--- src/hdl/gdad_pkg.sv ---
// Package for the Gregorian date adder: field widths, calendar constants
// and the small calendar functions used by the core.
// No dependencies.
package gdad_pkg;

  localparam int YEAR_W = 14;
  localparam int MON_W  = 4;
  localparam int DAY_W  = 5;
  localparam int CNT_W  = 15;
  // Working width: year count, day count and the mod-400 reduction share it
  localparam int OP_W   = 15;
  localparam int DOY_W  = 9;

  localparam logic [MON_W-1:0] MON_JAN = 4'd1;
  localparam logic [MON_W-1:0] MON_FEB = 4'd2;
  localparam logic [MON_W-1:0] MON_DEC = 4'd12;

  localparam logic [OP_W-1:0]  MOD_BASE  = 15'd400;
  localparam logic [OP_W-1:0]  MOD_LAST  = 15'd399;
  localparam logic [2:0]       MOD_STEPS = 3'd5;

  localparam logic [DOY_W-1:0] DAYS_LEAP = 9'd366;
  localparam logic [DOY_W-1:0] DAYS_NORM = 9'd365;

  typedef struct packed {
    logic start;     // input word offered and core is idle
    logic out_free;  // result register can take a word this cycle
  } gdad_req_t;

  typedef struct packed {
    logic idle;
    logic done;
  } gdad_stat_t;

  // Leap test on the year reduced modulo 400
  function automatic logic is_leap(input logic [DOY_W-1:0] r);
    logic cent;
    cent = (r == 9'd100) || (r == 9'd200) || (r == 9'd300);
    return (r == '0) || ((r[1:0] == 2'b00) && !cent);
  endfunction

  function automatic logic [DAY_W-1:0] month_len(input logic [MON_W-1:0] m,
                                                 input logic leap);
    logic [DAY_W-1:0] len;
    case (m) inside
      MON_FEB:                   len = leap ? 5'd29 : 5'd28;
      4'd4, 4'd6, 4'd9, 4'd11:   len = 5'd30;
      default:                   len = 5'd31;
    endcase
    return len;
  endfunction

  // Days in the months before month m (non-leap year)
  function automatic logic [DOY_W-1:0] days_before(input logic [MON_W-1:0] m);
    logic [DOY_W-1:0] n;
    case (m)
      4'd2:    n = 9'd31;
      4'd3:    n = 9'd59;
      4'd4:    n = 9'd90;
      4'd5:    n = 9'd120;
      4'd6:    n = 9'd151;
      4'd7:    n = 9'd181;
      4'd8:    n = 9'd212;
      4'd9:    n = 9'd243;
      4'd10:   n = 9'd273;
      4'd11:   n = 9'd304;
      4'd12:   n = 9'd334;
      default: n = 9'd0;
    endcase
    return n;
  endfunction

endpackage

--- src/hdl/gregorian_date_add_days.sv ---
// Gregorian date adder: start date plus a day count gives the later date.
// Input channel: in_valid/in_stall with in_start_year, in_start_month,
// in_start_day, in_days_to_add. Result channel: out_valid/out_stall with
// out_result_year, out_result_month, out_result_day. A word moves on a
// rising edge where valid is high and stall is low.
// The core jumps Y whole years (at most about 90) and then M whole months
// (at most 11). The year reduction and the year and month jumps run through
// a single 15-bit compare-and-subtract unit, one step per cycle: six for the
// year modulo 400, one per year or month jump, one to close each stepping
// phase. A new word is taken only when the core is idle, so one word is in
// work at a time.
// The result sits in an output register; the core finishes its next word
// up to the result step and holds there while the receiver stalls.
// Reset (rst_n low, synchronous) drops any word in work and clears out_valid.
// Depends on gdad_pkg, gdad_core and gdad_sub.
module gregorian_date_add_days (
  input  logic                         clk,
  input  logic                         rst_n,
  input  logic                         in_valid,
  output logic                         in_stall,
  input  logic [gdad_pkg::YEAR_W-1:0]  in_start_year,
  input  logic [gdad_pkg::MON_W-1:0]   in_start_month,
  input  logic [gdad_pkg::DAY_W-1:0]   in_start_day,
  input  logic [gdad_pkg::CNT_W-1:0]   in_days_to_add,
  output logic                         out_valid,
  input  logic                         out_stall,
  output logic [gdad_pkg::YEAR_W-1:0]  out_result_year,
  output logic [gdad_pkg::MON_W-1:0]   out_result_month,
  output logic [gdad_pkg::DAY_W-1:0]   out_result_day
);
  import gdad_pkg::*;

  gdad_req_t        req;
  gdad_stat_t       stat;
  logic             out_valid_r;
  logic [YEAR_W-1:0] year_r;
  logic [MON_W-1:0] month_r;
  logic [DAY_W-1:0] day_r;
  logic [YEAR_W-1:0] res_year;
  logic [MON_W-1:0] res_month;
  logic [DAY_W-1:0] res_day;

  assign req.start    = in_valid && stat.idle;
  assign req.out_free = !out_valid_r || !out_stall;
  assign in_stall     = !stat.idle;

  gdad_core u_core (
    .clk         (clk),
    .rst_n       (rst_n),
    .req         (req),
    .start_year  (in_start_year),
    .start_month (in_start_month),
    .start_day   (in_start_day),
    .days_to_add (in_days_to_add),
    .stat        (stat),
    .res_year    (res_year),
    .res_month   (res_month),
    .res_day     (res_day)
  );

  // Load a finished word, hold it while the receiver stalls
  always_ff @(posedge clk) begin
    if (!rst_n) begin
      out_valid_r <= 1'b0;
    end else if (stat.done) begin
      out_valid_r <= 1'b1;
    end else if (!out_stall) begin
      out_valid_r <= 1'b0;
    end
    if (stat.done) begin
      year_r  <= res_year;
      month_r <= res_month;
      day_r   <= res_day;
    end
  end

  assign out_valid        = out_valid_r;
  assign out_result_year  = year_r;
  assign out_result_month = month_r;
  assign out_result_day   = day_r;

endmodule

--- src/hdl/gdad_sub.sv ---
// Shared compare-and-subtract unit of the date adder.
// Depends on gdad_pkg for the operand width.
module gdad_sub (
  input  logic [gdad_pkg::OP_W-1:0] op_a,
  input  logic [gdad_pkg::OP_W-1:0] op_b,
  output logic [gdad_pkg::OP_W-1:0] diff,
  output logic                      ge
);
  import gdad_pkg::*;

  logic borrow;

  assign {borrow, diff} = {1'b0, op_a} - {1'b0, op_b};
  assign ge = !borrow;

endmodule

--- src/hdl/gdad_core.sv ---
// Sequencer and working registers of the date adder: reduce the year mod 400,
// then step whole years, whole months, and finish with the day add.
// Depends on gdad_pkg and gdad_sub.
module gdad_core (
  input  logic                         clk,
  input  logic                         rst_n,
  input  gdad_pkg::gdad_req_t          req,
  input  logic [gdad_pkg::YEAR_W-1:0]  start_year,
  input  logic [gdad_pkg::MON_W-1:0]   start_month,
  input  logic [gdad_pkg::DAY_W-1:0]   start_day,
  input  logic [gdad_pkg::CNT_W-1:0]   days_to_add,
  output gdad_pkg::gdad_stat_t         stat,
  output logic [gdad_pkg::YEAR_W-1:0]  res_year,
  output logic [gdad_pkg::MON_W-1:0]   res_month,
  output logic [gdad_pkg::DAY_W-1:0]   res_day
);
  import gdad_pkg::*;

  localparam logic [2:0] ST_IDLE  = 3'd0;
  localparam logic [2:0] ST_MOD   = 3'd1;
  localparam logic [2:0] ST_FIX   = 3'd2;
  localparam logic [2:0] ST_YEAR  = 3'd3;
  localparam logic [2:0] ST_MONTH = 3'd4;
  localparam logic [2:0] ST_DONE  = 3'd5;

  logic [2:0]       state_r, state_nxt;
  logic [2:0]       k_r, k_nxt;
  logic [OP_W-1:0]  y_r, y_nxt;
  logic [OP_W-1:0]  r_r, r_nxt;
  logic [CNT_W-1:0] rem_r, rem_nxt;
  logic [MON_W-1:0] m_r, m_nxt;
  logic [DAY_W-1:0] d_r, d_nxt;
  logic [DOY_W-1:0] passed_r, passed_nxt;

  logic [OP_W-1:0]  op_a, op_b, diff;
  logic             ge;
  logic             leap;
  logic [DAY_W-1:0] mlen;
  logic [DOY_W-1:0] ylen, ygap;
  logic [DAY_W:0]   mgap;
  logic [DAY_W-1:0] d_fix;
  logic [MON_W-1:0] m_in;

  gdad_sub u_sub (
    .op_a (op_a),
    .op_b (op_b),
    .diff (diff),
    .ge   (ge)
  );

  assign leap = is_leap(r_r[DOY_W-1:0]);
  assign mlen = month_len(m_r, leap);
  assign ylen = leap ? DAYS_LEAP : DAYS_NORM;
  assign ygap = ylen - passed_r + 9'd1;
  assign mgap = {1'b0, mlen} - {1'b0, d_r} + 6'd1;

  always_comb begin
    if (start_month < MON_JAN) begin
      m_in = MON_JAN;
    end else if (start_month > MON_DEC) begin
      m_in = MON_DEC;
    end else begin
      m_in = start_month;
    end
    if (d_r == '0) begin
      d_fix = 5'd1;
    end else if (d_r > mlen) begin
      d_fix = mlen;
    end else begin
      d_fix = d_r;
    end
  end

  // Operand select for the shared subtractor
  always_comb begin
    op_a = rem_r;
    op_b = OP_W'(ygap);
    case (state_r)
      ST_MOD: begin
        op_a = r_r;
        op_b = MOD_BASE << k_r;
      end
      ST_MONTH: op_b = OP_W'(mgap);
      default:  op_b = OP_W'(ygap);
    endcase
  end

  always_comb begin
    state_nxt  = state_r;
    k_nxt      = k_r;
    y_nxt      = y_r;
    r_nxt      = r_r;
    rem_nxt    = rem_r;
    m_nxt      = m_r;
    d_nxt      = d_r;
    passed_nxt = passed_r;
    unique case (state_r)
      ST_IDLE: begin
        if (req.start) begin
          y_nxt     = OP_W'(start_year);
          r_nxt     = OP_W'(start_year);
          m_nxt     = m_in;
          d_nxt     = start_day;
          rem_nxt   = days_to_add;
          k_nxt     = MOD_STEPS;
          state_nxt = ST_MOD;
        end
      end
      ST_MOD: begin
        if (ge) begin
          r_nxt = diff;
        end
        k_nxt = k_r - 3'd1;
        if (k_r == '0) begin
          state_nxt = ST_FIX;
        end
      end
      ST_FIX: begin
        d_nxt      = d_fix;
        passed_nxt = days_before(m_r) + DOY_W'(d_fix)
                   + ((leap && (m_r > MON_FEB)) ? 9'd1 : 9'd0);
        state_nxt  = ST_YEAR;
      end
      ST_YEAR: begin
        // jump to January 1 of next year while the count reaches past year end
        if (ge) begin
          rem_nxt    = diff;
          y_nxt      = y_r + 15'd1;
          r_nxt      = (r_r == MOD_LAST) ? '0 : r_r + 15'd1;
          m_nxt      = MON_JAN;
          d_nxt      = 5'd1;
          passed_nxt = 9'd1;
        end else begin
          state_nxt = ST_MONTH;
        end
      end
      ST_MONTH: begin
        if (ge) begin
          rem_nxt = diff;
          m_nxt   = m_r + 4'd1;
          d_nxt   = 5'd1;
        end else begin
          d_nxt     = d_r + rem_r[DAY_W-1:0];
          rem_nxt   = '0;
          state_nxt = ST_DONE;
        end
      end
      ST_DONE: begin
        if (req.out_free) begin
          state_nxt = ST_IDLE;
        end
      end
      default: state_nxt = ST_IDLE;
    endcase
  end

  always_ff @(posedge clk) begin
    if (!rst_n) begin
      state_r <= ST_IDLE;
    end else begin
      state_r <= state_nxt;
    end
    k_r      <= k_nxt;
    y_r      <= y_nxt;
    r_r      <= r_nxt;
    rem_r    <= rem_nxt;
    m_r      <= m_nxt;
    d_r      <= d_nxt;
    passed_r <= passed_nxt;
  end

  assign stat.idle = (state_r == ST_IDLE);
  assign stat.done = (state_r == ST_DONE) && req.out_free;
  assign res_year  = y_r[YEAR_W-1:0];
  assign res_month = m_r;
  assign res_day   = d_r;

  a_mod_reduced: assert property (@(posedge clk) disable iff (!rst_n)
    state_r == ST_FIX |-> r_r < MOD_BASE)
    else $error("year residue not reduced below 400");

  a_month_range: assert property (@(posedge clk) disable iff (!rst_n)
    (state_r == ST_YEAR || state_r == ST_MONTH) |-> (m_r >= MON_JAN && m_r <= MON_DEC))
    else $error("month left 1..12 while stepping");

  a_rem_falls: assert property (@(posedge clk) disable iff (!rst_n)
    (state_r == ST_YEAR || state_r == ST_MONTH) |=> rem_r <= $past(rem_r))
    else $error("day count grew while stepping");

  a_day_valid: assert property (@(posedge clk) disable iff (!rst_n)
    state_r == ST_DONE |-> (d_r != '0 && d_r <= mlen))
    else $error("result day outside its month");

endmodule
--- config.mk ---
export PLATFORM = sky130hd
export DESIGN_NAME = gregorian_date_add_days
export DESIGN_NICKNAME = d
export VERILOG_FILES = /design/src/hdl/gdad_pkg.sv /design/src/hdl/gregorian_date_add_days.sv /design/src/hdl/gdad_sub.sv /design/src/hdl/gdad_core.sv
export SDC_FILE = /design/constraint.sdc
export NUM_CORES = 1
export LEC_CHECK = 0
export BUFFER_PORTS_ARGS = -buffer_cell sky130_fd_sc_hd__buf_2
export CAP_MARGIN = 25
export CELL_PAD_IN_SITES_DETAIL_PLACEMENT = 1
export CELL_PAD_IN_SITES_GLOBAL_PLACEMENT = 2
export CORE_MARGIN = 4
export CORE_UTILIZATION = 35
export CTS_CLUSTER_DIAMETER = 120
export DETAILED_ROUTE_END_ITERATION = 10
export PLACE_DENSITY = 0.85
export SLEW_MARGIN = 20
export SYNTH_ARGS = -nofsm -noshare
export SYNTH_HDL_FRONTEND = slang
export SYNTH_SLANG_ARGS = --single-unit
--- constraint.sdc ---
create_clock -name clk -period 5.4 [get_ports clk]
set_input_delay 0.81 -clock clk [delete_from_list [all_inputs] [get_ports clk]]
set_output_delay 0.81 -clock clk [all_outputs]
set_load 0.1 [all_outputs]
# --- Word-level counts from Yosys, hierarchy flattened ---
# Memory sizes are Yosys's and may differ from the RTL's. A register that Yosys moved wholly into a read port is not among the register bits.
# Cells that the tools add are included.
totals:
  register_bits: 93
  rom_bits: 144
  out_inout_bits: 25
  wordCells: 128
  n_memories: 1
mem_list:
  columns: ["memory", "words", "width", "rd", "rd_ports_with_merged_regs", "wr", "line", "text"]
  rows:
  - ["(no name shown)", 16, 9, 1, 1, 0, "gdad_pkg.sv:56", "case (m)"]
op_classes:
  n_addsub: 12
  n_lt_le_gt_ge: 4
  eq_ne: 23
  shift: 1
  n_mux: 43
  reduce_logical: 32
ops:
  columns: ["cell", "n"]
  rows:
  - ["$mux 15", 8]
  - ["$pmux 15 s3", 2]
  - ["$pmux 15 s2", 2]
  - ["$add 15x1->15 const B", 2]
  - ["$mux 5", 6]
  - ["$mux 4", 6]
  - ["$pmux 5 s4", 1]
  - ["$mux 3", 6]
  - ["$mux 9", 2]
  - ["$pmux 3 s6", 1]
  - ["$pmux 9 s2", 1]
  - ["$sub 15x15->16", 1]
  - ["$eq 15x9->1 const B", 1]
  - ["$shl 9x3->15 const A", 1]
  - ["$ne 2x2->1 const B", 6]
  - ["$pmux 4 s3", 1]
  - ["$add 9x1->9 const B", 1]
  - ["$add 9x5->9", 1]
  - ["$add 9x9->9", 1]
  - ["$eq 9x7->1 const B", 1]
  - ["$eq 9x8->1 const B", 1]
  - ["$eq 9x9->1 const B", 1]
  - ["$logic_not 9->1", 1]
  - ["$reduce_and 3->1", 3]
  - ["other kinds (33)", 58]

# --- Depth between registers and ports, before layout ---
depth:
  ltp_word: 15
  ltp_mapped: 28
  depth_no_buf: 27

# --- By module ---
# From an unflattened synthesis, not the netlist that was laid out.
hier_totals:
  cells_unflattened: 780
  hier_area_um2: 7309.5
modules_own_cells:
  columns: ["mod", "n_inst", "cells_per_inst", "area_per_inst_um2", "seq_area_each_um2"]
  rows:
  - ["gdad_core", 1, 632, 5759.3, 2192.1]
  - ["gdad_sub", 1, 119, 814.5, 0.0]
  - ["gregorian_date_add_days", 1, 29, 735.7, 710.7]

# --- Worst setup path before layout ---
# OpenSTA, ideal clock, no wires.
synth_path:
  path_type: "reg-to-reg"
  startpoint: "reg u_core.r_r[2]"
  endpoint: "reg with a tool-made name"
  arrival_ps: 5085
  required_time_ps: 5278
  slack_ps: 193
  path_stages_with_launch: 28
  path_buffers: 1
  path_cell_list: "edfxtp_1 -> clkbuf_1 -> nor4bb_1 -> o21ai_0 -> a21oi_1 -> nor2_1 -> xor2_1 -> ha_1 -> a21o_1 -> a21oi_1 -> nor2b_1 -> o21ai_0 -> o21bai_1 -> a21oi_1 -> xnor2_1 -> a31oi_1 -> ha_1 -> a21o_1 -> a21o_1 -> a221oi_2 -> a21boi_4 -> a21boi_4 -> mux2_2 -> inv_1 -> ha_1 -> inv_1 -> mux2i_1 -> a221o_1"
synth_rtl:
  columns: ["element", "line", "text"]
  rows:
  - ["start, declared", "gdad_core.sv:29", "logic [OP_W-1:0] r_r, r_nxt;"]
  - ["start signal, assigned", "gdad_core.sv:165", "r_r <= r_nxt;"]

==> run_results.csv <==
group,metric,value,unit
worst_setup_path,arrival,5.49,ns
logic_synthesis,syn_inst,737,
logic_synthesis,yosysTopAreaCellShare,37.7,%
power_and_ir_drop,p_leak,3.48,nW
logic_synthesis,synth_area_leaders,"edfxtp_1 (38%), ha_1 (11%), nand2_1 (6.6%), xnor2_1 (5.2%), dfxtp_1 (3.7%)",
logic_synthesis,avgSynthCellArea,9.52,um^2
timing,tightest_slew,0.739,ns
floorplan,rows,51,
timing,final_hold_viol_count,0,
logic_synthesis,yosysSeqAreaShare,41.4,%
worst_setup_path,rr_startpoint,"u_core.r_r[7]",
drt,viasPerCell,5.24,
cts,cts-root-buf,"clkbuf_16",
logic_synthesis,synth_warnings,0,
finish,num-nets-final,942,
timing,max_slew_margin,50.6,%
drt,wl_per_cell,18.5,um
global_routing,grt_busiest_layer,"met2",
drt,wl,20400,um
logic_synthesis,synth_area,7020,um^2
logic_synthesis,synth_area_leader_cell,"edfxtp_1",
timing,setup_violations,0,
placement,gp_congestion,0.820,
finish,drive_gt1_share,20.3,%
worst_setup_path,crit_path_start,"u_core.r_r[7]",
worst_setup_path,critPathMostFrequentCell,"a21o_1",
logic_synthesis,synth-edff-count,88,
hold_path,min_path_type,"reg2reg",
cts,clk_path_buf_depth,2,
placement,port_buffers,66,
finish,regArea,2900,um^2
finish,fillers,2261,
drt,drtIter0Drc,376,
cts,clk_pin_slew_worst_paths,0.08,ns
floorplan,dieWidth,150,um
logic_synthesis,synthDistinctLibCells,60,
logic_synthesis,synth-main-ff-cell,"edfxtp_1",
timing,drv_slew,0,
global_routing,grt_pass1_vias,5965,
global_routing,use_met2,32.8,%
worst_setup_path,criticalPathCategory,"reg2reg",
placement,dp_hpwl,15800,um
finish,fin_area,8380,um^2
global_routing,grt_use_total,18.6,%
worst_setup_path,cp.required,5.66,ns
cts,cts_buffers,9,
logic_synthesis,synth_fp_nets,847,
timing,finClkSkew,0.0124,ns
run_status,status,"completed",
finish,area_growth,19.4,%
logic_synthesis,async_flop_share,0,%
cts,htreeDepth,3,
global_routing,antenna_found_initial,0,
global_routing,grt_overflow,0,
drt,first_pass_iters,4,
placement,postPlaceCellArea,7890,um^2
floorplan,dieArea,22400,um^2
cts,clk_latency,0.37,ns
worst_setup_path,crit_slowest_cell,"edfxtp_1",
global_routing,grt_max_degree,34,
global_routing,grt_pass1_wl,32000,um
floorplan,start_util,35.8,%
drt,drtAntennaViolNets,0,
hold_path,hold_start,"u_core.y_r[13]",
power_and_ir_drop,ir_drop,269,uV
timing,fin_tns_setup,0,ns
timing,fin_crit_sh,96.9,%
floorplan,dieHeight,150,um
worst_setup_path,crit_fanout,7,
finish,multiInputGateArea,4000,um^2
placement,post-place-ws,-0.0768,ns
drt,vias,5775,
worst_setup_path,path_cells,"nor4bb_1, o21ai_1, a21oi_2, nor2_2, xor2_2, ha_4, fa_1, a21o_1, a21o_1, a21oi_1, xnor2_1, a21oi_1, ha_1, a21o_1, a21o_1, a221oi_2, a21boi_4, a21boi_4, buf_4, mux2i_4, buf_4, a221o_1",
drt,drc,0,
finish,instances_no_fill,1102,
global_routing,grt_util_met1,23.6,%
worst_setup_path,crit_path_start_kind,"flop",
timing,fmax,0.191,GHz
timing,period_minus_slack,5.23,ns
cts,cts_tree,"yes",
floorplan,io_pins,67,
power_and_ir_drop,pwr_density_cell,676,nW/um^2
run,drv_cap,0,
global_routing,met3_usage,2.91,%
floorplan,core_area,19600,um^2
worst_setup_path,end_kind,"flop",
placement,dp_cells,1079,
cts,clock_sinks,101,
timing,setup_slack,0.165,ns
logic_synthesis,synth_seq_cells,101,
worst_setup_path,max_stage_delay,0.44,ns
finish,num_antenna_cells,0,
[kinds of logic after synthesis]
kind of cell    count (synthesis)  synth area share, %
buf+inv                        66                 3.57
fa+ha+maj                      68                 12.8
simple gates                  260                 16.7
xor+xnor                       61                 7.61
compound gates                172                 16.3
flops                         101                 41.4
mux                             9                 1.75
[path summary, 6_finish.rpt]
| check | to | slack, ns | cells past startpoint |
|---|---|---|---|
| setup / recovery | flop | 0.17 | 22 |
| hold / removal | out_result_year[13] | 0.47 | 0 |
| setup reg to reg | flop | 0.17 | 22 |
| hold reg to reg | out_result_year[13] | 0.47 | 0 |
[cells in the mapped netlist (3+ instances only)]
cell and count:
nand3_1 22, nor3_1 10, nand4_1 6, a221oi_1 4, a31oi_1 8, and3_1 6, edfxtp_1 88, ha_1 62
or3_1 4, o21bai_1 5, inv_2 3, inv_1 35, a22oi_1 6, fa_1 6, nand2_1 123, mux2_2 6
a21oi_1 40, nor2_1 54, a21boi_0 3, o21ai_0 52, a22o_1 13, and2_1 8, clkbuf_1 23, xnor2_1 42
dfxtp_1 13, nor2b_1 9, xor2_1 19, nand2b_1 8, a21o_1 12, a221o_1 5, buf_1 3
[cells in the final DEF, fill, tap and decap left out, drive strengths merged, types with 3 or more instances in the layout]
cell	n
clkbuf	9
buf	112
and4	3
nor3	10
a22oi	6
xnor2	42
mux2i	3
nand2b	8
ha	62
or3	4
a21boi	5
and2	8
a31oi	8
nand4	6
dfxtp	13
xor2	19
mux2	6
a221oi	5
a21o	12
nor2b	9
inv	41
edfxtp	88
o21ai	52
o211ai	3
o21bai	5
a221o	5
fa	6
a22o	13
nor2	54
nand2	123
a21oi	40
nand3	22
and3	6
[routing by layer]
layer | share of wire (%) | wire, um | vias up
li1 | - | - | 2821
met1 | 44 | 8940 | 2830
met2 | 50 | 10300 | 112
met3 | 4.7 | 968 | 12
met4 | 1.1 | 222 | 0
met5 | 0 | 0 | -
[power by group]
group          internal, mW  switching, mW  leakage [nW]
sequential             1.19          0.207         0.935
clock                 0.365          0.324         0.143
combinational          1.52           2.06          2.40
[critical path: cells and delay by family (launching register included)]
| family | cells | cell delay, ns |
|---|---|---|
| XOR/XNOR | 2 | 0.32 |
| AO/OA/AOI/OAI | 12 | 2.48 |
| adder cells (fa/ha/maj) | 3 | 0.81 |
| multiplexers | 1 | 0.22 |
| AND/OR/NAND/NOR | 2 | 0.45 |
| buffers and inverters | 2 | 0.38 |
| flip-flops | 1 | 0.44 |
[flip-flops by register name (all words and copies together), names as in the netlist, named ones only]
| signal | flops |
|---|---|
| u_core.r_r | 15 |
| u_core.rem_r | 15 |
| out_result_year | 14 |
| u_core.y_r | 14 |
| u_core.passed_r | 9 |
| out_result_day | 5 |
| u_core.res_day | 5 |
| out_result_month | 4 |
| u_core.res_month | 4 |
| u_core.k_r | 3 |
| u_core.state_r | 3 |
| out_valid | 1 |
[cell type report]
cell class,instances,share of cell area (%)
inverter,38,1.73
timing repair buffer,112,8.30
sequential,101,34.6
tap,265,3.96
multi-input combinational,570,47.7
clock inverter,7,0.956
clock buffer,9,2.69
[timing repair]
action / in CTS / in global routing
endpoints found under the hold margin: 0 / 0
setup endpoints to repair: 4 / 88
resized for setup: 2 / 34
buffers inserted: 0 / 7
pin swaps: 0 / 17
hold buffers: 0 / 0
[stage by stage]
step | hold slack (ns) | power (mW) | util [%]
finish | 0.475 | 5.67 | 42.8
CTS | 0.477 | 5.54 | 41.9
detailed placement | 0.457 | 4.82 | 40.3
floorplan | 0.448 | 3.77 | -
global placement | 0.452 | 4.74 | 40.3
global route | 0.495 | 6.14 | 42.8
No activity file was read; power rests on OpenSTA's default activity.
